[config.mk]
export PLATFORM = sky130hd
export DESIGN_NAME = sse_cell
export DESIGN_NICKNAME = d
export VERILOG_FILES = /design/src/hdl/sse_pkg.sv /design/src/hdl/sse_cell.sv
export SDC_FILE = /design/constraint.sdc
export NUM_CORES = 1
export LEC_CHECK = 0
export ABC_AREA = 1
export BUFFER_PORTS_ARGS = -buffer_cell sky130_fd_sc_hd__buf_2
export CAP_MARGIN = 20
export CELL_PAD_IN_SITES_DETAIL_PLACEMENT = 1
export CELL_PAD_IN_SITES_GLOBAL_PLACEMENT = 2
export CORE_UTILIZATION = 24
export CTS_BUF_LIST = sky130_fd_sc_hd__clkbuf_4
export DETAILED_ROUTE_END_ITERATION = 10
export GPL_TIMING_DRIVEN = 0
export PLACE_DENSITY_LB_ADDON = 0.15
export RECOVER_POWER = 25
export SKIP_CTS_REPAIR_TIMING = 1
export SLEW_MARGIN = 20
export SYNTH_ARGS = -nofsm -noshare
export SYNTH_HDL_FRONTEND = slang
export SYNTH_SLANG_ARGS = --single-unit
[constraint.sdc]
create_clock -name clk -period 2.1 [get_ports clk]
set_clock_uncertainty 0.1 [all_clocks]
set_input_delay 0.21 -clock clk [delete_from_list [all_inputs] [get_ports clk]]
set_output_delay 0.21 -clock clk [all_outputs]
set_load 0.03 [all_outputs]
[src/hdl/sse_pkg.sv]
// Shared types, sizes and codes of the sorted set engine.
// No dependencies; every other file in hdl/ refers to it by scoped names.
`timescale 1ns / 1ps
`default_nettype none

package sse_pkg;

    localparam int SET_DEPTH   = 64;
    localparam int VALUE_WIDTH = 32;

    // Entry count must be able to hold SET_DEPTH itself
    localparam int CNT_W       = $clog2(SET_DEPTH + 1);
    localparam int IN_W        = 32;
    localparam int COUNT_OUT_W = 7;

    typedef logic signed [VALUE_WIDTH-1:0] value_t;
    typedef logic [CNT_W-1:0]              count_t;

    localparam logic [1:0] CMD_ADD    = 2'd0;
    localparam logic [1:0] CMD_REMOVE = 2'd1;
    localparam logic [1:0] CMD_SEARCH = 2'd2;

    localparam logic [1:0] OP_NONE = 2'd0;
    localparam logic [1:0] OP_INS  = 2'd1;
    localparam logic [1:0] OP_DEL  = 2'd2;

    // Compare wave moving along the chain
    typedef struct packed {
        logic tok;      // wave is at this link
        logic stopped;  // scan already stopped at or before this cell
        logic hit;      // stop point held an equal entry
    } link_t;

    // Broadcast from the controller to every cell
    typedef struct packed {
        logic [1:0] op;
        logic       descending;
        value_t     key;
    } cell_ctl_t;

endpackage

`default_nettype wire

[src/hdl/sse_cell.sv]
// One storage cell of the sorted chain: holds one entry, evaluates the
// compare wave as it passes and shifts with its neighbors. Uses sse_pkg.
`timescale 1ns / 1ps
`default_nettype none

module sse_cell (
    input  wire logic               clk,
    input  wire logic               rst_n,
    input  wire sse_pkg::cell_ctl_t ctl,
    input  wire logic               in_use,
    input  wire sse_pkg::link_t     link_in,
    output sse_pkg::link_t          link_out,
    input  wire sse_pkg::value_t    left_entry,
    input  wire logic               left_ge,
    input  wire sse_pkg::value_t    right_entry,
    output sse_pkg::value_t         entry,
    output logic                    ge
);

    sse_pkg::link_t  link_reg;
    sse_pkg::value_t entry_reg;
    sse_pkg::value_t entry_next;
    logic            ge_reg;
    logic            ge_next;
    logic            prec;
    logic            eq;
    logic            stop;

    always_comb
    begin
        eq   = (entry_reg == ctl.key);
        prec = ctl.descending ? (entry_reg >= ctl.key) : (entry_reg <= ctl.key);
        stop = !in_use || !prec || eq;

        link_out = '0;
        ge_next  = ge_reg;
        if (link_reg.tok)
        begin
            link_out.tok     = 1'b1;
            link_out.stopped = link_reg.stopped || stop;
            link_out.hit     = link_reg.hit || (!link_reg.stopped && in_use && eq);
            ge_next          = link_out.stopped;
        end
    end

    // ge marks cells at or past the stop point
    always_comb
    begin
        entry_next = entry_reg;
        case (ctl.op)
            sse_pkg::OP_INS:
            begin
                if (left_ge)
                    entry_next = left_entry;
                else if (ge_reg)
                    entry_next = ctl.key;
            end
            sse_pkg::OP_DEL:
            begin
                if (ge_reg)
                    entry_next = right_entry;
            end
            default: entry_next = entry_reg;
        endcase
    end

    always_ff @(posedge clk or negedge rst_n)
    begin
        if (!rst_n)
        begin
            link_reg <= '0;
            ge_reg   <= 1'b0;
        end
        else
        begin
            link_reg <= link_in;
            ge_reg   <= ge_next;
        end
    end

    always_ff @(posedge clk)
    begin
        entry_reg <= entry_next;
    end

    assign entry = entry_reg;
    assign ge    = ge_reg;

endmodule

`default_nettype wire

* Word level (Yosys, flattened, before mapping)
Index checks and enable logic that the tools add are counted.
** Cells by class
- Equal/unequal tests :: 5
- Multiplexer cells :: 6
- Reduce and logical (&&, ||, !) cells :: 11
- Magnitude comparators :: 2
** Operators by type and width (number)
- 32-bit two-way mux :: 3
- 32-bit case mux with 2 select lines :: 1
- 32-bit == test :: 1
- 32-bit greater-or-equal comparator :: 1
- 32-bit <= comparator :: 1
- 1-bit logical OR :: 4
- 1-bit zero test :: 3
- 3-bit two-way mux :: 1
- 3-bit inequality test, second input constant :: 1
- 3-bit AND reduction :: 1
- 2-bit by 1-bit == test with 1-bit output, second input constant :: 1
- 2-bit == test, second input constant :: 1
- 1-bit logical AND :: 2
- 2-bit inequality test, second input constant :: 1
- 2-bit nonzero test :: 1
- 1-bit two-way mux :: 1
** Word-level totals
- Input bits :: 106
- Register bits :: 36
- Output and inout bits :: 36
- Logic and storage cells :: 29

* Longest topological paths before layout
- Depth in word-level cells :: 7
- Depth in mapped cells :: 17

* Least setup slack after synthesis
Ideal clock, no wire load.
- Path kind :: register to output
- Start point :: register entry_reg[23], in the netlist entry[23]
- End point :: output port link_out[0] (netlist bit)
- Arrival time :: 2014 ps
- Cell stages (with the launch flop) :: 8
- Path buffers :: 0
- Path slack :: -224 ps
- Data required time :: 1790 ps
- Cells stage by stage :: edfxtp_1 -> ha_1 -> nand2_1 -> nor2_1 -> nand4_1 -> nor4_4 -> nand2_1 -> a21oi_1
** RTL lines
- start, declared :: RTL line sse_cell.sv:21 : sse_pkg::value_t entry_reg;
- start signal, assigned :: RTL line sse_cell.sv:83 : entry_reg <= entry_next;
- end, declared :: RTL line sse_cell.sv:12 : output sse_pkg::link_t link_out,

==> results.sh <==
export IMPL_hpwlAfterDp_mm=7.18
export IMPL_cts_made_buffers=5
export IMPL_min_path_type="input port to register"
export IMPL_vias_per_cell=4.43
export IMPL_synth_nets=484
export IMPL_area_growth_syn_to_layout_pct=46.0
export IMPL_cts_tree="yes"
export IMPL_fin_nets=639
export IMPL_max_freq_mhz=386
export IMPL_io_buffers=140
export IMPL_ir_drop_uv=191
export IMPL_fin_crit_ns=2.59
export IMPL_ys_warn_count=0
export IMPL_clk_latency_ns=0.37
export IMPL_cp_max_fo=2
export IMPL_grt_usage_pct=16.6
export IMPL_setup_worst_path_end_class="output port"
export IMPL_post_route_period_util_pct=123
export IMPL_syn_avg_cell_area_um2=7.73
export IMPL_synth_seq_cells=36
export IMPL_grt_pass1_wl_mm=14.7
export IMPL_drc=0
export IMPL_p_total_mw=2.05
export IMPL_fp_row_count=38
export IMPL_avgRoutedWirePerCell_um=14.5
export IMPL_layout_drive_gt1_share_pct=34.7
export IMPL_drt_iter0_drc=46
export IMPL_tightest_slew_ns=0.637
export IMPL_powerDensity_nw_per_um2=526
export IMPL_clock_path_buffers=2
export IMPL_seq_area_frac_synth_pct=39.7
export IMPL_cts_htree_levels=2
export IMPL_start_kind="register"
export IMPL_maxCapViolCount=0
export IMPL_layout_commonest_cell="buf_2"
export IMPL_rsz0062_at_grt="yes"
export IMPL_ios=142
export IMPL_crit_buf_inv=2
export IMPL_die_y_um=108
export IMPL_cts_sinks=36
export IMPL_leakagePower_nw=1.95
export IMPL_grt_max_degree=18
export IMPL_worstSetupPathType="register to output port"
export IMPL_outcome="finished with violations"
export IMPL_grt_ovfl_total=0
export IMPL_postLayoutSetupSlackWorst_ns=-0.488
export IMPL_antenna_found_initial=0
export IMPL_firstDrtPassIters=4
export IMPL_violations="setup timing"
export IMPL_cpPeakStageDelay_ns=0.46
export IMPL_cts_root_buf="clkbuf_4"
export IMPL_setup_viol=2
export IMPL_antenna_left=0
export IMPL_grt_pass1_vias=2968
export IMPL_crit_family="simple AND/OR/NAND/NOR gates"
export IMPL_hold_violations=0
export IMPL_vias=2845
export IMPL_syn_area_um2=2680
export IMPL_required_ns=1.79
export IMPL_critPathSlowestCell="edfxtp_1"
export IMPL_start_util_pct=24.7
export IMPL_relSlewSlack_pct=57.5
export IMPL_crit_arrival_ns=2.28
export IMPL_synth_cells=346
export IMPL_n_antenna_cell=0
export IMPL_ys_types=23
export IMPL_largest_reg_flops=32
export IMPL_path_cells="ha_4 > nand2_2 > nor2_4 > nand4_1 > nor4_4 > nor2_1 > nand3_1 > nand2_1 > inv_2 > buf_6"
export IMPL_gp_congestion=0.737
export IMPL_die_w_um=108
export IMPL_coreArea_um2=10800
export IMPL_fp_dieArea_um2=11600
export IMPL_routed_wl_mm=9.29
export IMPL_whs_ns=0.0551
export IMPL_clk_pin_slew_ns=0.13
export IMPL_drv_slew=0
export IMPL_layout_common_cells="buf_2, a21oi_1, nand2_1, inv_1, nor2_1"
synth_stat cells, drive strengths merged:
cell	instances	area (um^2)
nor3	1	5.00
inv	50	188
ha	32	400
dfrtp	4	100
a21oi	79	395
o21bai	1	7.51
xnor2	1	8.76
edfxtp	32	961
nand4	2	12.5
o21ai	3	15.0
buf	8	35.0
nor2	43	171
o21a	2	15.0
nand3	3	15.0
nor4	1	21.3
clkbuf	6	22.5
nand2	77	294
a21o	1	7.51
power by group:
part           switching [mW]  total [mW]  internal (mW)
Combinational           0.452       0.755          0.304
Sequential             0.0401       0.902          0.861
Clock                   0.260       0.397          0.137
through the flow:
stage                     setup TNS [ns]  setup WS [ns]  std cells  instance area [um^2]  utilization (%)
after floorplan                  -0.0243        -0.0243        346                  2690                -
after global placement            -23.20         -0.711        626                  3560             32.9
after detailed placement           -2.51         -0.272        627                  3590             33.1
after CTS                          -1.38         -0.714        635                  3640             33.6
after global routing               -3.53         -0.605        642                  3910             36.0
final                             -0.898         -0.488        642                  3910             36.0
per-layer routing:
metal  share of wire, %  track usage, %
met2                 48            29.2
met4                1.3            4.50
met5                  0               0
met3                6.5            4.18
met1                 44            20.0
layout make-up:
cell class	instances	area [um^2]
buffer	14	56.3
tap	140	175
clock inverter	2	7.51
inverter	50	188
sequential	36	1060
fill	1370	6930
multi-input combinational	246	1580
timing repair buffer	148	793
clock buffer	6	45.0
worst paths after layout:
check,from,to,slack (ns),cells past startpoint
setup reg to reg,entry[5]$_DFFE_PP_,ge$_DFFE_PN0P_,0.14,9
min in group asynchronous,rst_n,ge$_DFFE_PN0P_,0.09,2
hold reg to reg,ge$_DFFE_PN0P_,ge$_DFFE_PN0P_,0.44,2
setup / recovery,entry[5]$_DFFE_PP_,link_out[1],-0.49,10
hold / removal,right_entry[24],entry[24]$_DFFE_PP_,0.06,3
max in group asynchronous,rst_n,link_reg[1]$_DFF_PN0_,1.64,2
worst reg2reg max path, stage by stage (launching register included):
cell and delay, ns:
edfxtp_1 0.46, ha_4 0.30, nand2_2 0.06, nor2_4 0.11
nand4_1 0.15, nor4_4 0.34, nor2_1 0.10, nand3_1 0.13
nand2_1 0.10, nand2_1 0.07
cells by family (layout without fill, tap and decap cells):
logic type               after synthesis  in the layout  share of synthesized area (%)
AND/OR/NAND/NOR                      127            127                           19.4
AO/OA/AOI/OAI                         86             86                           16.5
buffers and inverters                 64            220                           9.17
flip-flops                            36             36                           39.7
adder cells (fa/ha/maj)               32             32                           15.0
XOR/XNOR                               1              1                          0.327
Note: power is estimated with default switching activity, not from simulation.
