### src/hdl/sse_pkg.sv
// Shared types, sizes and codes of the sorted set engine.
// No dependencies; every other file in hdl/ refers to it by scoped names.
`timescale 1ns / 1ps
`default_nettype none

package sse_pkg;

    localparam int SET_DEPTH   = 64;
    localparam int VALUE_WIDTH = 32;

    // Entry count must be able to hold SET_DEPTH itself
    localparam int CNT_W       = $clog2(SET_DEPTH + 1);
    localparam int IN_W        = 32;
    localparam int COUNT_OUT_W = 7;

    typedef logic signed [VALUE_WIDTH-1:0] value_t;
    typedef logic [CNT_W-1:0]              count_t;

    localparam logic [1:0] CMD_ADD    = 2'd0;
    localparam logic [1:0] CMD_REMOVE = 2'd1;
    localparam logic [1:0] CMD_SEARCH = 2'd2;

    localparam logic [1:0] OP_NONE = 2'd0;
    localparam logic [1:0] OP_INS  = 2'd1;
    localparam logic [1:0] OP_DEL  = 2'd2;

    // Compare wave moving along the chain
    typedef struct packed {
        logic tok;      // wave is at this link
        logic stopped;  // scan already stopped at or before this cell
        logic hit;      // stop point held an equal entry
    } link_t;

    // Broadcast from the controller to every cell
    typedef struct packed {
        logic [1:0] op;
        logic       descending;
        value_t     key;
    } cell_ctl_t;

endpackage

`default_nettype wire

### src/hdl/sse_if.sv
// Valid/ready channel interfaces for requests and results.
// Depends on sse_pkg for field widths.
`timescale 1ns / 1ps
`default_nettype none

interface sse_in_if;
    logic                              valid;
    logic                              ready;
    logic [1:0]                        cmd;
    logic signed [sse_pkg::IN_W-1:0]   elem_value;

    modport source (output valid, output cmd, output elem_value, input ready);
    modport sink   (input valid, input cmd, input elem_value, output ready);
endinterface

interface sse_out_if;
    logic                                valid;
    logic                                ready;
    logic                                success;
    logic                                full_reject;
    logic [sse_pkg::COUNT_OUT_W-1:0]     count_after;

    modport source (output valid, output success, output full_reject,
                    output count_after, input ready);
    modport sink   (input valid, input success, input full_reject,
                    input count_after, output ready);
endinterface

`default_nettype wire

### src/hdl/sse_ctrl.sv
// Request sequencer: takes a request, launches the compare wave, applies
// the shift and returns the result. Uses sse_pkg, sse_in_if, sse_out_if.
`timescale 1ns / 1ps
`default_nettype none

module sse_ctrl (
    input  wire logic             clk,
    input  wire logic             rst_n,
    sse_in_if.sink                in_ch,
    sse_out_if.source             out_ch,
    input  wire logic             order_wr_en,
    input  wire logic             order_wr_data,
    output sse_pkg::cell_ctl_t    ctl,
    output sse_pkg::link_t        head_link,
    input  wire sse_pkg::link_t   tail_link,
    output sse_pkg::count_t       count
);

    localparam logic [1:0] ST_IDLE   = 2'd0;
    localparam logic [1:0] ST_SCAN   = 2'd1;
    localparam logic [1:0] ST_UPDATE = 2'd2;
    localparam logic [1:0] ST_RESP   = 2'd3;

    logic [1:0]      state_reg, state_next;
    logic            desc_reg;
    logic [1:0]      cmd_reg;
    sse_pkg::value_t key_reg;
    logic            hit_reg, hit_next;
    sse_pkg::count_t count_reg, count_next;
    logic            success_reg, success_next;
    logic            full_reg, full_next;
    logic            in_xfer;
    logic            store_full;
    logic            do_ins;
    logic            do_del;

    assign in_xfer    = in_ch.valid && in_ch.ready;
    assign store_full = (count_reg == sse_pkg::count_t'(sse_pkg::SET_DEPTH));

    always_comb
    begin
        do_ins       = 1'b0;
        do_del       = 1'b0;
        success_next = success_reg;
        full_next    = full_reg;
        count_next   = count_reg;
        hit_next     = hit_reg;
        state_next   = state_reg;

        unique case (state_reg)
            ST_IDLE:
            begin
                if (in_xfer)
                    state_next = ST_SCAN;
            end
            ST_SCAN:
            begin
                if (tail_link.tok)
                begin
                    hit_next   = tail_link.hit;
                    state_next = ST_UPDATE;
                end
            end
            ST_UPDATE:
            begin
                success_next = 1'b0;
                full_next    = 1'b0;
                case (cmd_reg)
                    sse_pkg::CMD_ADD:
                    begin
                        do_ins       = !hit_reg && !store_full;
                        full_next    = !hit_reg && store_full;
                        success_next = do_ins;
                    end
                    sse_pkg::CMD_REMOVE:
                    begin
                        do_del       = hit_reg;
                        success_next = hit_reg;
                    end
                    sse_pkg::CMD_SEARCH: success_next = hit_reg;
                    default:             success_next = 1'b0;
                endcase
                if (do_ins)
                    count_next = count_reg + 1'b1;
                else if (do_del)
                    count_next = count_reg - 1'b1;
                state_next = ST_RESP;
            end
            ST_RESP:
            begin
                if (out_ch.ready)
                    state_next = ST_IDLE;
            end
            default: state_next = ST_IDLE;
        endcase
    end

    always_ff @(posedge clk or negedge rst_n)
    begin
        if (!rst_n)
        begin
            state_reg   <= ST_IDLE;
            desc_reg    <= 1'b0;
            count_reg   <= '0;
            hit_reg     <= 1'b0;
            success_reg <= 1'b0;
            full_reg    <= 1'b0;
        end
        else
        begin
            state_reg   <= state_next;
            count_reg   <= count_next;
            hit_reg     <= hit_next;
            success_reg <= success_next;
            full_reg    <= full_next;
            if (order_wr_en)
                desc_reg <= order_wr_data;
        end
    end

    always_ff @(posedge clk)
    begin
        if (in_xfer)
        begin
            cmd_reg <= in_ch.cmd;
            key_reg <= sse_pkg::value_t'(in_ch.elem_value);
        end
    end

    always_comb
    begin
        ctl.descending = desc_reg;
        ctl.key        = key_reg;
        ctl.op         = do_ins ? sse_pkg::OP_INS :
                         do_del ? sse_pkg::OP_DEL : sse_pkg::OP_NONE;
    end

    // Wave enters cell 0 together with the request key
    always_comb
    begin
        head_link         = '0;
        head_link.tok     = in_xfer;
    end

    assign in_ch.ready        = (state_reg == ST_IDLE);
    assign out_ch.valid       = (state_reg == ST_RESP);
    assign out_ch.success     = success_reg;
    assign out_ch.full_reject = full_reg;
    assign out_ch.count_after = sse_pkg::COUNT_OUT_W'(count_reg);
    assign count              = count_reg;

    a_count_bound: assert property (@(posedge clk) disable iff (!rst_n)
        count_reg <= sse_pkg::count_t'(sse_pkg::SET_DEPTH))
        else $error("entry count beyond depth");

    a_result_excl: assert property (@(posedge clk) disable iff (!rst_n)
        out_ch.valid |-> !(out_ch.success && out_ch.full_reject))
        else $error("result both successful and rejected as full");

    a_ins_count: assert property (@(posedge clk) disable iff (!rst_n)
        (state_reg == ST_UPDATE && do_ins) |=>
            (count_reg == sse_pkg::count_t'($past(count_reg) + 1'b1)))
        else $error("insert did not bump count");

    a_wave_in_scan: assert property (@(posedge clk) disable iff (!rst_n)
        tail_link.tok |-> (state_reg == ST_SCAN))
        else $error("compare wave left chain outside scan");

endmodule

`default_nettype wire
### src/flat_wrapper.sv
// flat-port wrapper written by rule: the top's interface ports become plain ports
module sse_ctrl_flat 
  (clk, rst_n, order_wr_en, order_wr_data, ctl, head_link, tail_link, count, in_ch_valid, in_ch_cmd, in_ch_elem_value, in_ch_ready, out_ch_valid, out_ch_success, out_ch_full_reject, out_ch_count_after, out_ch_ready);
  sse_in_if in_ch_i ();
  sse_out_if out_ch_i ();
  input  wire logic clk;
  input  wire logic rst_n;
  input  wire logic order_wr_en;
  input  wire logic order_wr_data;
  output sse_pkg::cell_ctl_t ctl;
  output sse_pkg::link_t head_link;
  input  wire sse_pkg::link_t tail_link;
  output sse_pkg::count_t count;
  input wire logic [$bits(in_ch_i.valid)-1:0] in_ch_valid;
  input wire logic [$bits(in_ch_i.cmd)-1:0] in_ch_cmd;
  input wire logic [$bits(in_ch_i.elem_value)-1:0] in_ch_elem_value;
  output wire logic [$bits(in_ch_i.ready)-1:0] in_ch_ready;
  output wire logic [$bits(out_ch_i.valid)-1:0] out_ch_valid;
  output wire logic [$bits(out_ch_i.success)-1:0] out_ch_success;
  output wire logic [$bits(out_ch_i.full_reject)-1:0] out_ch_full_reject;
  output wire logic [$bits(out_ch_i.count_after)-1:0] out_ch_count_after;
  input wire logic [$bits(out_ch_i.ready)-1:0] out_ch_ready;
  assign in_ch_i.valid = in_ch_valid;
  assign in_ch_i.cmd = in_ch_cmd;
  assign in_ch_i.elem_value = in_ch_elem_value;
  assign in_ch_ready = in_ch_i.ready;
  assign out_ch_valid = out_ch_i.valid;
  assign out_ch_success = out_ch_i.success;
  assign out_ch_full_reject = out_ch_i.full_reject;
  assign out_ch_count_after = out_ch_i.count_after;
  assign out_ch_i.ready = out_ch_ready;
  sse_ctrl u_core (.clk(clk), .rst_n(rst_n), .in_ch(in_ch_i), .out_ch(out_ch_i), .order_wr_en(order_wr_en), .order_wr_data(order_wr_data), .ctl(ctl), .head_link(head_link), .tail_link(tail_link), .count(count));
endmodule
### config.mk
export PLATFORM = sky130hd
export DESIGN_NAME = sse_ctrl_flat
export DESIGN_NICKNAME = d
export VERILOG_FILES = /design/src/hdl/sse_pkg.sv /design/src/hdl/sse_if.sv /design/src/hdl/sse_ctrl.sv /design/src/flat_wrapper.sv
export SDC_FILE = /design/constraint.sdc
export NUM_CORES = 1
export LEC_CHECK = 0
export BUFFER_PORTS_ARGS = -buffer_cell sky130_fd_sc_hd__buf_2
export CAP_MARGIN = 20
export CORE_MARGIN = 2
export CORE_UTILIZATION = 50
export CTS_BUF_LIST = sky130_fd_sc_hd__clkbuf_4 sky130_fd_sc_hd__clkbuf_8
export DETAILED_ROUTE_END_ITERATION = 7
export PLACE_DENSITY = 0.86
export SLEW_MARGIN = 20
export SYNTH_ARGS = -nofsm -noshare
export SYNTH_HDL_FRONTEND = slang
export SYNTH_SLANG_ARGS = --single-unit
### constraint.sdc
create_clock -name clk -period 4.5 [get_ports clk]
set_input_delay 0.45 -clock clk [delete_from_list [all_inputs] [get_ports clk]]
set_output_delay 0.45 -clock clk [all_outputs]
set_load 0.01 [all_outputs]
Word level (Yosys, flattened, before mapping)
Index checks and enable logic that the tools add are counted.
{"block": "word_totals", "regBits": 47, "input_bits": 43, "output_inout_bits": 56, "wordCells": 47}
{"block": "op_classes", "addsub": 2, "eq_ne": 9, "muxes": 16, "n_reduce_logical": 12}
{"op": "2-to-1 mux 7 bit", "count": 2}
{"op": "2-to-1 mux 2 bit", "count": 5}
{"op": "case mux 2 bit (4 select lines)", "count": 1}
{"op": "adder 7 x 1 -> 7 bit, second input constant", "count": 1}
{"op": "== test 7 bit, second input constant", "count": 1}
{"op": "2-to-1 mux 1 bit", "count": 7}
{"op": "subtractor 7 x 1 -> 7 bit, second input constant", "count": 1}
{"op": "== test 2 bit, second input constant", "count": 3}
{"op": "== test 2 x 1 -> 1 bit, second input constant", "count": 2}
{"op": "zero test 2 bit", "count": 2}
{"op": "inequality test 2 bit, second input constant", "count": 2}
{"op": "AND reduction 2 bit", "count": 2}
{"op": "logical AND 1 bit", "count": 3}
{"op": "AND reduction 3 bit", "count": 1}
{"op": "zero test 1 bit", "count": 2}
{"op": "inequality test 2 x 1 -> 1 bit, second input constant", "count": 1}
{"op": "case mux 1 bit (2 select lines)", "count": 1}
{"op": "nonzero test 2 bit", "count": 1}
{"op": "OR reduction 2 bit", "count": 1}

Logic depth before layout (Yosys ltp)
Gate-level depths: netlist of run 1.
{"block": "depth", "depth_word": 7, "depth_mapped": 11, "depth_no_buf": 11}

Worst setup path before layout of run 1
Ideal clock, no wire load.
{"block": "synth_timing", "path_kind": "register -> register", "from": "register u_core.cmd_reg[0]", "to": "register u_core.count_reg[6], in the netlist u_core.count[6]", "setup_ps": 126, "arrival_time_ps": 2210, "required_ps": 4374, "setup_slack_ps": 2164, "stages_incl_launch_ff": 12, "path_buffers": 0, "period_less_slack_ps": 2336, "cell_sequence": "edfxtp_1 -> inv_1 -> ha_1 -> nor2b_1 -> a21boi_2 -> inv_1 -> ha_1 -> nor2b_1 -> o31ai_1 -> a21oi_1 -> mux2i_2 -> xnor2_1"}
{"block": "synth_via", "elab_chain_len": 5, "elab_cells_between_ends": 9, "classes_between": "eq/ne: 1; mux: 5; reduce/logical: 3"}
{"item": "start, declared", "line": "sse_ctrl.sv:26", "text": "logic [1:0] cmd_reg;"}
{"item": "start signal, assigned", "line": "sse_ctrl.sv:125", "text": "cmd_reg <= in_ch.cmd;"}
{"item": "== test 2 x 1 -> 1 bit / zero test 2 bit (equally long branches)", "line": "sse_ctrl.sv:68", "text": "case (cmd_reg)"}
{"item": "2-to-1 mux 1 bit", "line": "sse_ctrl.sv:68"}
{"item": "2-to-1 mux 1 bit", "line": "sse_ctrl.sv:50", "text": "unique case (state_reg)"}
{"item": "nonzero test 2 bit (no source line)"}
{"item": "AND reduction 2 bit (no source line)"}
{"item": "end signal, assigned", "line": "sse_ctrl.sv:112", "text": "count_reg <= count_next;"}
{"item": "end, declared", "line": "sse_ctrl.sv:29", "text": "sse_pkg::count_t count_reg, count_next;"}
Parallel ways exist; a longest one is shown, timed or not. The select of a mux whose other input is x is not followed.
A chain may end at the register's enable or synchronous reset.

Worst setup path after layout of run 1
Ends and elaborated chain as after synthesis.

==> impl_metrics.json, run 1 <==
{
  "status": "finished clean",
  "synth_xor_area_frac": 0.0217,
  "setup_viol": 0,
  "cts_tree": "built",
  "slew_violations": 0,
  "fp.dieH_um": 67.5,
  "ant_nets": 0,
  "endpoint_kind": "register",
  "nets": 285,
  "rows": 23,
  "routed_wl_mm": 3.57,
  "p_leak_nw": 1.20,
  "avgSynthCellArea_um2": 14.7,
  "die_width_um": 67.5,
  "setup-tns-final_ns": 0,
  "final_cell_mix": "95 x buf_2, 34 x edfxtp_1, 13 x ha_1, 13 x dfrtp_1, 11 x inv_1",
  "path_class": "reg -> reg",
  "maxCapViolations": 0,
  "worstMarginPinSlew_ns": 0.681,
  "synth_fa_ha_area_frac": 0.0906,
  "first_iter_violations": 66,
  "path_clk_slew_ns": 0.08,
  "drcViolationCount": 0,
  "max_slew_margin": 0.546,
  "min_period_ns": 2.59,
  "first_pass_iters": 6,
  "critical_path_arrival_ns": 2.77,
  "yosysSeqAreaShare": 0.668,
  "min_path_type": "in -> async",
  "hold_buffers": 0,
  "fillers": 315,
  "post-cts-setup-buffers": 0,
  "gp_congestion": 0.771,
  "syn_area_um2": 2020,
  "wl_met1_mm": 1.46,
  "finClkSkew_ns": 0.00735,
  "routedWlPerCell_um": 12.8,
  "dp_hpwl_mm": 2.85,
  "grt_pass1_vias": 1172,
  "startpoint": "u_core.cmd_reg[0]",
  "finalPower_mw": 1.50,
  "fmax_mhz": 386,
  "antenna_found_initial": 0,
  "crit_path_start_kind": "register",
  "grt_max_degree": 21,
  "slowest_delay_ns": 0.42,
  "diodes": 0,
  "reg2regPathDepth": 11,
  "synth-simple-area-share": 0.0615,
  "fin_crit_sh": 0.576,
  "crit_fanout": 6,
  "route.met2.wl_mm": 1.87,
  "cp.required_ns": 4.68,
  "rr_startpoint": "u_core.cmd_reg[0]",
  "cts-root-buf": "clkbuf_8",
  "crit_chain": "inv_1, ha_1, nor2b_1, a21boi_2, inv_1, ha_1, nor2b_1, o31ai_1, a21oi_1, mux2i_2, xnor2_1",
  "synth_compound_area_frac": 0.0639,
  "synthMuxAreaShare": 0.0236,
  "vdd_ir_drop_max_v": 0.000297,
  "route.met3.wl_um": 176,
  "grt_pass1_wl_mm": 5.15,
  "core_um2": 3940,
  "final_common_cell": "buf_2",
  "viasPerCell": 4.66,
  "ioPinCount": 99,
  "rsz0062_at_grt": "no",
  "hold_viol_final": 0,
  "drive_above_1_share": 0.487,
  "postSynthCellCount": 137,
  "area_growth_pct": 26.5,
  "overflow": 0,
  "largest_reg_flops": 32,
  "yosysUniqueCellTypes": 30,
  "port_buffers": 95,
  "ys_seq_elements": 47,
  "start_util": 0.511,
  "clk_latency_ns": 0.29,
  "track_usage": 0.157,
  "worst_r2r_endpoint": "u_core.count[6]",
  "p_per_area_nw_per_um2": 587,
  "die_area_um2": 4560,
  "clock_sinks": 47,
  "htreeDepth": 2,
  "cts_buffers": 5,
  "ctsResizeCount": 0,
  "top_layer": "met4",
  "via_count": 1295,
  "yosys_warnings": 0,
  "crit_path_top_delay_cell": "edfxtp_1",
  "synth_top_family_by_area": "adder cells",
  "clockBufferDepth": 2,
  "r2r_slack_ns": 1.91
}
[area by class of cell]
| type | instances | area [um2] | share of cell area |
|---|---|---|---|
| inverters | 11 | 41.3 | 0.0162 |
| multi-input cells | 67 | 534 | 0.210 |
| clock inverters | 2 | 13.8 | 0.00540 |
| clock buffers | 5 | 68.8 | 0.0270 |
| flip-flops and latches | 47 | 1350 | 0.528 |
| repair buffers | 96 | 483 | 0.189 |
| well taps | 50 | 62.6 | 0.0245 |
[metrics by stage]
step / setup slack [ns] / std cells / area (um2) / hold slack, ns / utilization
after floorplan: 2.16 / 138 / 2020 / 0.154 / -
after global placement: 1.96 / 271 / 2470 / 0.353 / 0.626
after detailed placement: 1.91 / 271 / 2470 / 0.356 / 0.626
after CTS: 1.89 / 278 / 2550 / 0.0370 / 0.647
after global routing: 1.67 / 278 / 2550 / 0.0462 / 0.647
final: 1.91 / 278 / 2550 / 0.0359 / 0.647
[routing by layer]
layer,vias up,global-route usage
met5,-,0
met4,0,0.0689
met3,5,0.0417
li1,651,-
met2,38,0.250
met1,601,0.201
[power breakdown]
group	switching (mW)	internal, mW
Clock	0.128	0.106
Sequential	0.0747	0.589
Combinational	0.331	0.266
[logic make-up (layout without fill, tap and decap cells)]
group,Yosys count,after routing
XOR/XNOR,5,5
adder cells (fa/ha/maj),14,14
AO/OA/AOI/OAI,20,20
AND/OR/NAND/NOR,22,22
other,1,2
flip-flops,47,47
buffers and inverters,24,114
multiplexers,4,4
[critical path, delay by kind of cell, from the launching register on]
family          cells  cell delay, ns
compound gates      3            0.74
xor+xnor            1            0.12
fa+ha+maj           2            0.44
buf+inv             2            0.26
flops               1            0.42
mux                 1            0.17
simple gates        2            0.32
[Yosys cell counts]
| cell | instances | area share |
|---|---|---|
| a211oi_1 | 1 | 0.0037 |
| a21boi_2 | 1 | 0.0056 |
| a21oi_1 | 4 | 0.0099 |
| a21oi_2 | 1 | 0.0043 |
| a222oi_1 | 1 | 0.0050 |
| a22o_1 | 1 | 0.0043 |
| and2_1 | 1 | 0.0031 |
| and2_4 | 1 | 0.0043 |
| and3_1 | 1 | 0.0031 |
| buf_4 | 13 | 0.048 |
| conb_1 | 1 | 0.0019 |
| dfrtp_1 | 13 | 0.16 |
| edfxtp_1 | 34 | 0.51 |
| fa_1 | 1 | 0.0099 |
| ha_1 | 13 | 0.081 |
| inv_1 | 11 | 0.020 |
| mux2_2 | 3 | 0.017 |
| mux2i_2 | 1 | 0.0068 |
| nand2_1 | 8 | 0.015 |
| nand3_1 | 1 | 0.0025 |
| nand4_1 | 1 | 0.0031 |
| nor2_1 | 4 | 0.0074 |
| nor2b_1 | 2 | 0.0062 |
| nor3_1 | 2 | 0.0050 |
| nor4b_4 | 1 | 0.012 |
| o21a_1 | 2 | 0.0074 |
| o21ai_0 | 8 | 0.020 |
| o31ai_1 | 1 | 0.0037 |
| xnor2_1 | 3 | 0.013 |
| xor2_1 | 2 | 0.0087 |
[how the worst max path moves through the flow]
stage | slack, ns | to
2_1_floorplan | 2.16 | u_core.count[6]
3_3_place_gp | 1.96 | u_core.count[6]
3_5_place_dp | 1.91 | u_core.count[6]
4_1_cts | 1.89 | u_core.count[6]
5_1_grt | 1.67 | u_core.count[6]
6_report | 1.91 | u_core.count[6]
(Power assumes the default switching activity.)
==> inputs of run 2 (changes only) <==
ABC_AREA = 1   (was unset)
CORE_UTILIZATION = 43   (was 50)
PLACE_DENSITY = 0.77   (was 0.86)
clock period = 2.26 ns   (was 4.5 ns; I/O delays follow)
==> run 2 against run 1 <==
Sequential share of layout area fell by 4.4 points. Flip-flop and latch count did not move. Setup slack got worse by 1.7 ns. Power rose by 120%. Final area rose by 9.3%. Global-route usage fell by 0.48 points. Via count rose by 18%. Clock skew fell by 0.0050 ns. Non-clock buffer count rose by 4. Die area rose by 22%. Critical path type unchanged. Largest power group is now combinational logic. Highest routed layer unchanged.
==> impl_metrics.json, run 2 <==
{
  "start_util": 0.451,
  "clockBufferDepth": 2,
  "utilization": 0.586,
  "maxCapViolations": 0,
  "cts_tree": "built",
  "antenna_found_initial": 0,
  "post-cts-setup-buffers": 0,
  "cp.required_ns": 2.45,
  "dp_hpwl_mm": 3.29,
  "htreeDepth": 2,
  "setup_viol": 0,
  "ant_nets": 0,
  "final_cells": 343,
  "die_width_um": 74.6,
  "fmax_mhz": 487,
  "viasPerCell": 4.46,
  "yosysUniqueCellTypes": 28,
  "ys_seq_elements": 47,
  "synthTopCellsByCount": "34 x edfxtp_1, 32 x nand2_1, 20 x inv_1",
  "yosysTopAreaCellShare": 0.476,
  "syn_area_um2": 2140,
  "endpoint_kind": "register",
  "largest_reg_flops": 32,
  "clk_latency_ns": 0.29,
  "fin_crit_sh": 0.909,
  "r2r_slack_ns": 0.21,
  "rsz0062_at_grt": "no",
  "ioPinCount": 99,
  "port_buffers": 95,
  "core_um2": 4750,
  "p_leak_nw": 1.34,
  "overflow": 0,
  "rows": 25,
  "synth_edf_count": 34,
  "yosysSeqAreaShare": 0.628,
  "first_iter_violations": 41,
  "cts-root-buf": "clkbuf_8",
  "nets": 332,
  "critical_path_arrival_ns": 2.24,
  "via_count": 1529,
  "min_path_type": "in -> reg",
  "vdd_ir_drop_max_v": 0.000597,
  "path_clk_slew_ns": 0.09,
  "status": "finished clean",
  "fp.dieH_um": 74.6,
  "p_per_area_nw_per_um2": 1180,
  "avgSynthCellArea_um2": 11.9,
  "synth_area_leaders": "edfxtp_1 48%, dfrtp_1 15%, ha_1 7.6%",
  "grt_pass1_vias": 1545,
  "drive_above_1_share": 0.460,
  "cts_buffers": 5,
  "synth_most_common_cell": "edfxtp_1",
  "final_cell_mix": "95 x buf_2, 34 x edfxtp_1, 31 x nand2_1",
  "fillers": 406,
  "gp_congestion": 0.800,
  "slew_violations": 0,
  "routed_wl_mm": 4.17,
  "crit_path_start_kind": "register",
  "hold_viol_final": 0,
  "die_area_um2": 5570,
  "finClkSkew_ns": 0.00235,
  "path_class": "reg -> reg",
  "drcViolationCount": 0,
  "dp_cells": 334,
  "postSynth.asyncResetShare": 0.277,
  "clock_sinks": 47,
  "grt_max_degree": 23,
  "diodes": 0,
  "synth_flop_cell": "edfxtp_1",
  "setup-tns-final_ns": 0,
  "area_growth_pct": 30.0,
  "routedWlPerCell_um": 12.1,
  "grt_pass1_wl_mm": 6.20,
  "min_period_ns": 2.05,
  "first_pass_iters": 4,
  "track_usage": 0.152,
  "final_common_cell": "buf_2",
  "postSynthCellCount": 180,
  "yosys_warnings": 0,
  "crit_fanout": 8,
  "synth_area_leader_cell": "edfxtp_1"
}
[run 2: changes by cell type in the layout (fill, tap and decap cells not counted), moves of 3 or more]
cell,change
buf_4,+3
ha_1,-4
ha_4,+4
inv_1,+9
inv_2,+4
nand2_1,+23
nand2_4,+3
nand3_1,+5
nor2_1,+7
nor2_2,+3
o21ai_0,-5
[run 2: cell type report]
class                           count  area [um2]  area share
Clock inverter                      3        22.5     0.00808
Clock buffer                        5        68.8      0.0247
Sequential cell                    47        1350       0.484
Multi-Input combinational cell     97         658       0.236
Timing Repair Buffer              100         515       0.185
Tap cell                           67        83.8      0.0301
Inverter                           24        90.1      0.0323
[run 2: path summary, 6_finish.rpt]
kind	depth (start not counted)	endpoint	start
max	12	u_core.count[5]	u_core.cmd_reg[0]
max reg2reg	12	u_core.count[5]	u_core.cmd_reg[0]
min reg2reg	2	u_core.out_ch.success	u_core.out_ch.success
min	1	u_core.key_reg[18]	in_ch_elem_value[18]
max in group asynchronous	2	u_core.count[4]	rst_n
min in group asynchronous	2	u_core.count[0]	rst_n
[run 2: through the flow]
stage	power [mW]	hold slack [ns]	setup WS, ns	area, um2
2_1_floorplan	2.34	-0.0696	0.309	2150
3_3_place_gp	2.68	0.136	0.156	2630
3_5_place_dp	2.71	0.136	0.113	2630
4_1_cts	3.23	0.0894	0.0955	2730
5_1_grt	3.56	0.0795	0.00869	2790
6_report	3.28	0.101	0.206	2790
[run 2: metal layers]
metal / part of all wire / GRT usage
met1: 0.36 / 0.147
met5: 0 / 0
met3: 0.13 / 0.102
met4: 0.0041 / 0.0476
met2: 0.51 / 0.262
[run 2: worst max-delay path: stages (launching register included)]
cell      delay (ns)
edfxtp_1        0.43
inv_1           0.08
ha_1            0.14
nand2_1         0.10
inv_1           0.12
nand2_4         0.13
ha_1            0.34
a21oi_1         0.09
or2_2           0.29
nand3_1         0.07
nand2_1         0.05
nand3_1         0.06
nand2_1         0.05
[run 2: power breakdown]
group / internal, mW / total [mW] / switching (mW)
combinational: 0.620 / 1.45 / 0.831
clock: 0.224 / 0.505 / 0.281
sequential: 1.17 / 1.33 / 0.154
total: 2.02 / 3.28 / 1.27
[run 2: what timing repair did]
item,CTS,global route
endpoints found under the setup margin,0,2
endpoints found under the hold margin,13,0
gates resized for setup,0,7
hold buffers,1,0
[run 2: cell families after synthesis]
kind of cell | after synthesis | synth area share
and+or+nand+nor | 60 | 0.126
AOI/OAI and AO/OA | 16 | 0.0444
adders and majority gates | 14 | 0.0852
DFF | 47 | 0.628
other | 1 | 0.00175
xor gates and xnor gates | 4 | 0.0163
buffers and inverters | 37 | 0.0934
muxes | 1 | 0.00525
==> inputs of run 3 (changes only) <==
--- a/config.mk
+++ b/config.mk
@@ -14,4 +14,5 @@
 export DETAILED_ROUTE_END_ITERATION = 7
 export PLACE_DENSITY = 0.77
+export SKIP_LAST_GASP = 1
 export SLEW_MARGIN = 20
 export SYNTH_ARGS = -nofsm -noshare
==> constraint.sdc (replaced) <==
create_clock -name clk -period 2.26 [get_ports clk]
set_input_delay 0.226 -clock clk [delete_from_list [all_inputs] [get_ports clk]]
set_output_delay 0.226 -clock clk [all_outputs]
set_load 0.1 [all_outputs]
==> run 3 against run 2 <==
Clock skew rose by 0.0052 ns. Critical path type unchanged. Non-clock buffer count down 2. Critical path depth grew 3. Wire length up 2.0%. Setup slack got worse by 0.024 ns. Count of clock-buffer cells in the layout unchanged. Sequential share of layout area up 0.62 points. Worst hold slack worse by 0.0028 ns. Cell count fell by 0.58%. Die area unchanged. Highest routed layer unchanged. Utilization down 0.32 points. Register-to-register slack got worse by 0.02 ns.
==> impl_metrics.json, run 3 (synthesis results as in run 2) <==
{
  "diodes": 0,
  "rows": 25,
  "grt_pass1_wl_mm": 6.24,
  "status": "finished clean",
  "fillers": 426,
  "routed_wl_mm": 4.25,
  "min_path_type": "in -> reg",
  "min_period_ns": 2.08,
  "drcViolationCount": 0,
  "track_usage": 0.152,
  "critical_path_arrival_ns": 2.32,
  "setup_ws_ns": 0.183,
  "rsz0062_at_grt": "no",
  "first_iter_violations": 52,
  "ant_nets": 0,
  "area_growth_pct": 29.3,
  "routedWlPerCell_um": 12.5,
  "post-cts-setup-buffers": 0,
  "die_width_um": 74.6,
  "clock_sinks": 47,
  "viasPerCell": 4.56,
  "endpoint_kind": "register",
  "pre_cts_slack_ns": 0.0945,
  "cp.required_ns": 2.50,
  "cts_tree": "built",
  "core_um2": 4750,
  "grt_max_degree": 18,
  "nets": 330,
  "setup-tns-final_ns": 0,
  "overflow": 0,
  "path_clk_slew_ns": 0.09,
  "port_buffers": 95,
  "reg2regPathDepth": 15,
  "clockBufferDepth": 2,
  "setup_viol": 0,
  "grt_pass1_vias": 1522,
  "antenna_found_initial": 0,
  "clk_latency_ns": 0.30,
  "crit_path_start_kind": "register",
  "dp_hpwl_mm": 3.37,
  "whs_path_depth": 1,
  "final_common_cell": "buf_2",
  "htreeDepth": 2,
  "first_pass_iters": 4,
  "ioPinCount": 99,
  "start_util": 0.451,
  "hold_viol_final": 0,
  "final_cell_mix": "95 x buf_2, 34 x edfxtp_1, 31 x nand2_1",
  "fin_crit_sh": 0.919,
  "fp.dieH_um": 74.6,
  "utilization": 0.583,
  "die_area_um2": 5570,
  "drive_above_1_share": 0.478,
  "finClkSkew_ns": 0.00755,
  "cts_buffers": 5,
  "path_class": "reg -> reg",
  "largest_reg_flops": 32,
  "slew_violations": 0,
  "gp_congestion": 0.814,
  "fmax_mhz": 481,
  "cts-root-buf": "clkbuf_8",
  "crit_fanout": 8,
  "via_count": 1554,
  "maxCapViolations": 0
}
-- run 3: per-stage QoR --
stage / hold WS [ns] / area (um2) / cells
2_1_floorplan: -0.0696 / 2170 / 181
3_3_place_gp: 0.132 / 2630 / 332
3_5_place_dp: 0.136 / 2630 / 332
4_1_cts: 0.0840 / 2760 / 341
5_1_grt: 0.0801 / 2770 / 341
6_report: 0.0982 / 2770 / 341
-- run 3: repair_timing --
item,4_1_cts,5_1_grt
hold endpoints to repair,13,0
gates resized for setup,0,2
setup endpoints to repair,0,3
hold buffers,1,0
-- run 3: routing by layer --
layer  global-route usage  wire length, um  part of all wire  up-vias
li1                     -                -                 -      762
met1                0.152             1560              0.37      710
met2                0.265             2180              0.51       73
met3               0.0813              455              0.11        9
met4               0.0575               63             0.015        0
met5                    0                0                 0        -
-- run 3: area by class of cell --
cell class	instances	area (um2)	area share
Inverter	24	93.8	0.0339
Clock inverter	3	46.3	0.0167
Multi-Input combinational cell	97	621	0.224
Timing Repair Buffer	98	500	0.181
Tap cell	67	83.8	0.0302
Sequential cell	47	1360	0.490
Clock buffer	5	68.8	0.0248
-- run 3: worst paths after layout --
| path | from | to | slack (ns) |
|---|---|---|---|
| min in group asynchronous | rst_n | u_core.count[1] | 0.34 |
| worst min-delay path | in_ch_elem_value[5] | u_core.key_reg[5] | 0.1 |
| worst max-delay path | u_core.count[1] | u_core.count[6] | 0.18 |
| max in group asynchronous | rst_n | u_core.count[1] | 1.66 |
| worst min register to register | u_core.out_ch.success | u_core.out_ch.success | 0.49 |
| worst max register to register | u_core.count[1] | u_core.count[6] | 0.18 |
-- run 3: worst max-delay path, cell delays in order (launching register included) --
cell and delay (ns):
dfrtp_4 0.52, inv_1 0.11, nand2_1 0.05, nor2_1 0.10, nand2_2 0.10, nand2_2 0.19, ha_1 0.31, nand2_1 0.12
inv_1 0.05, nand2_1 0.08, nand2_1 0.05, nor2_1 0.09, nand2_1 0.08, nand3_1 0.08, nand2_1 0.05, nand2_1 0.05
Power of run 3 is left out: the tool's default activity adds up to more than one toggle a clock period on the data nets, which glitch-free logic cannot reach.
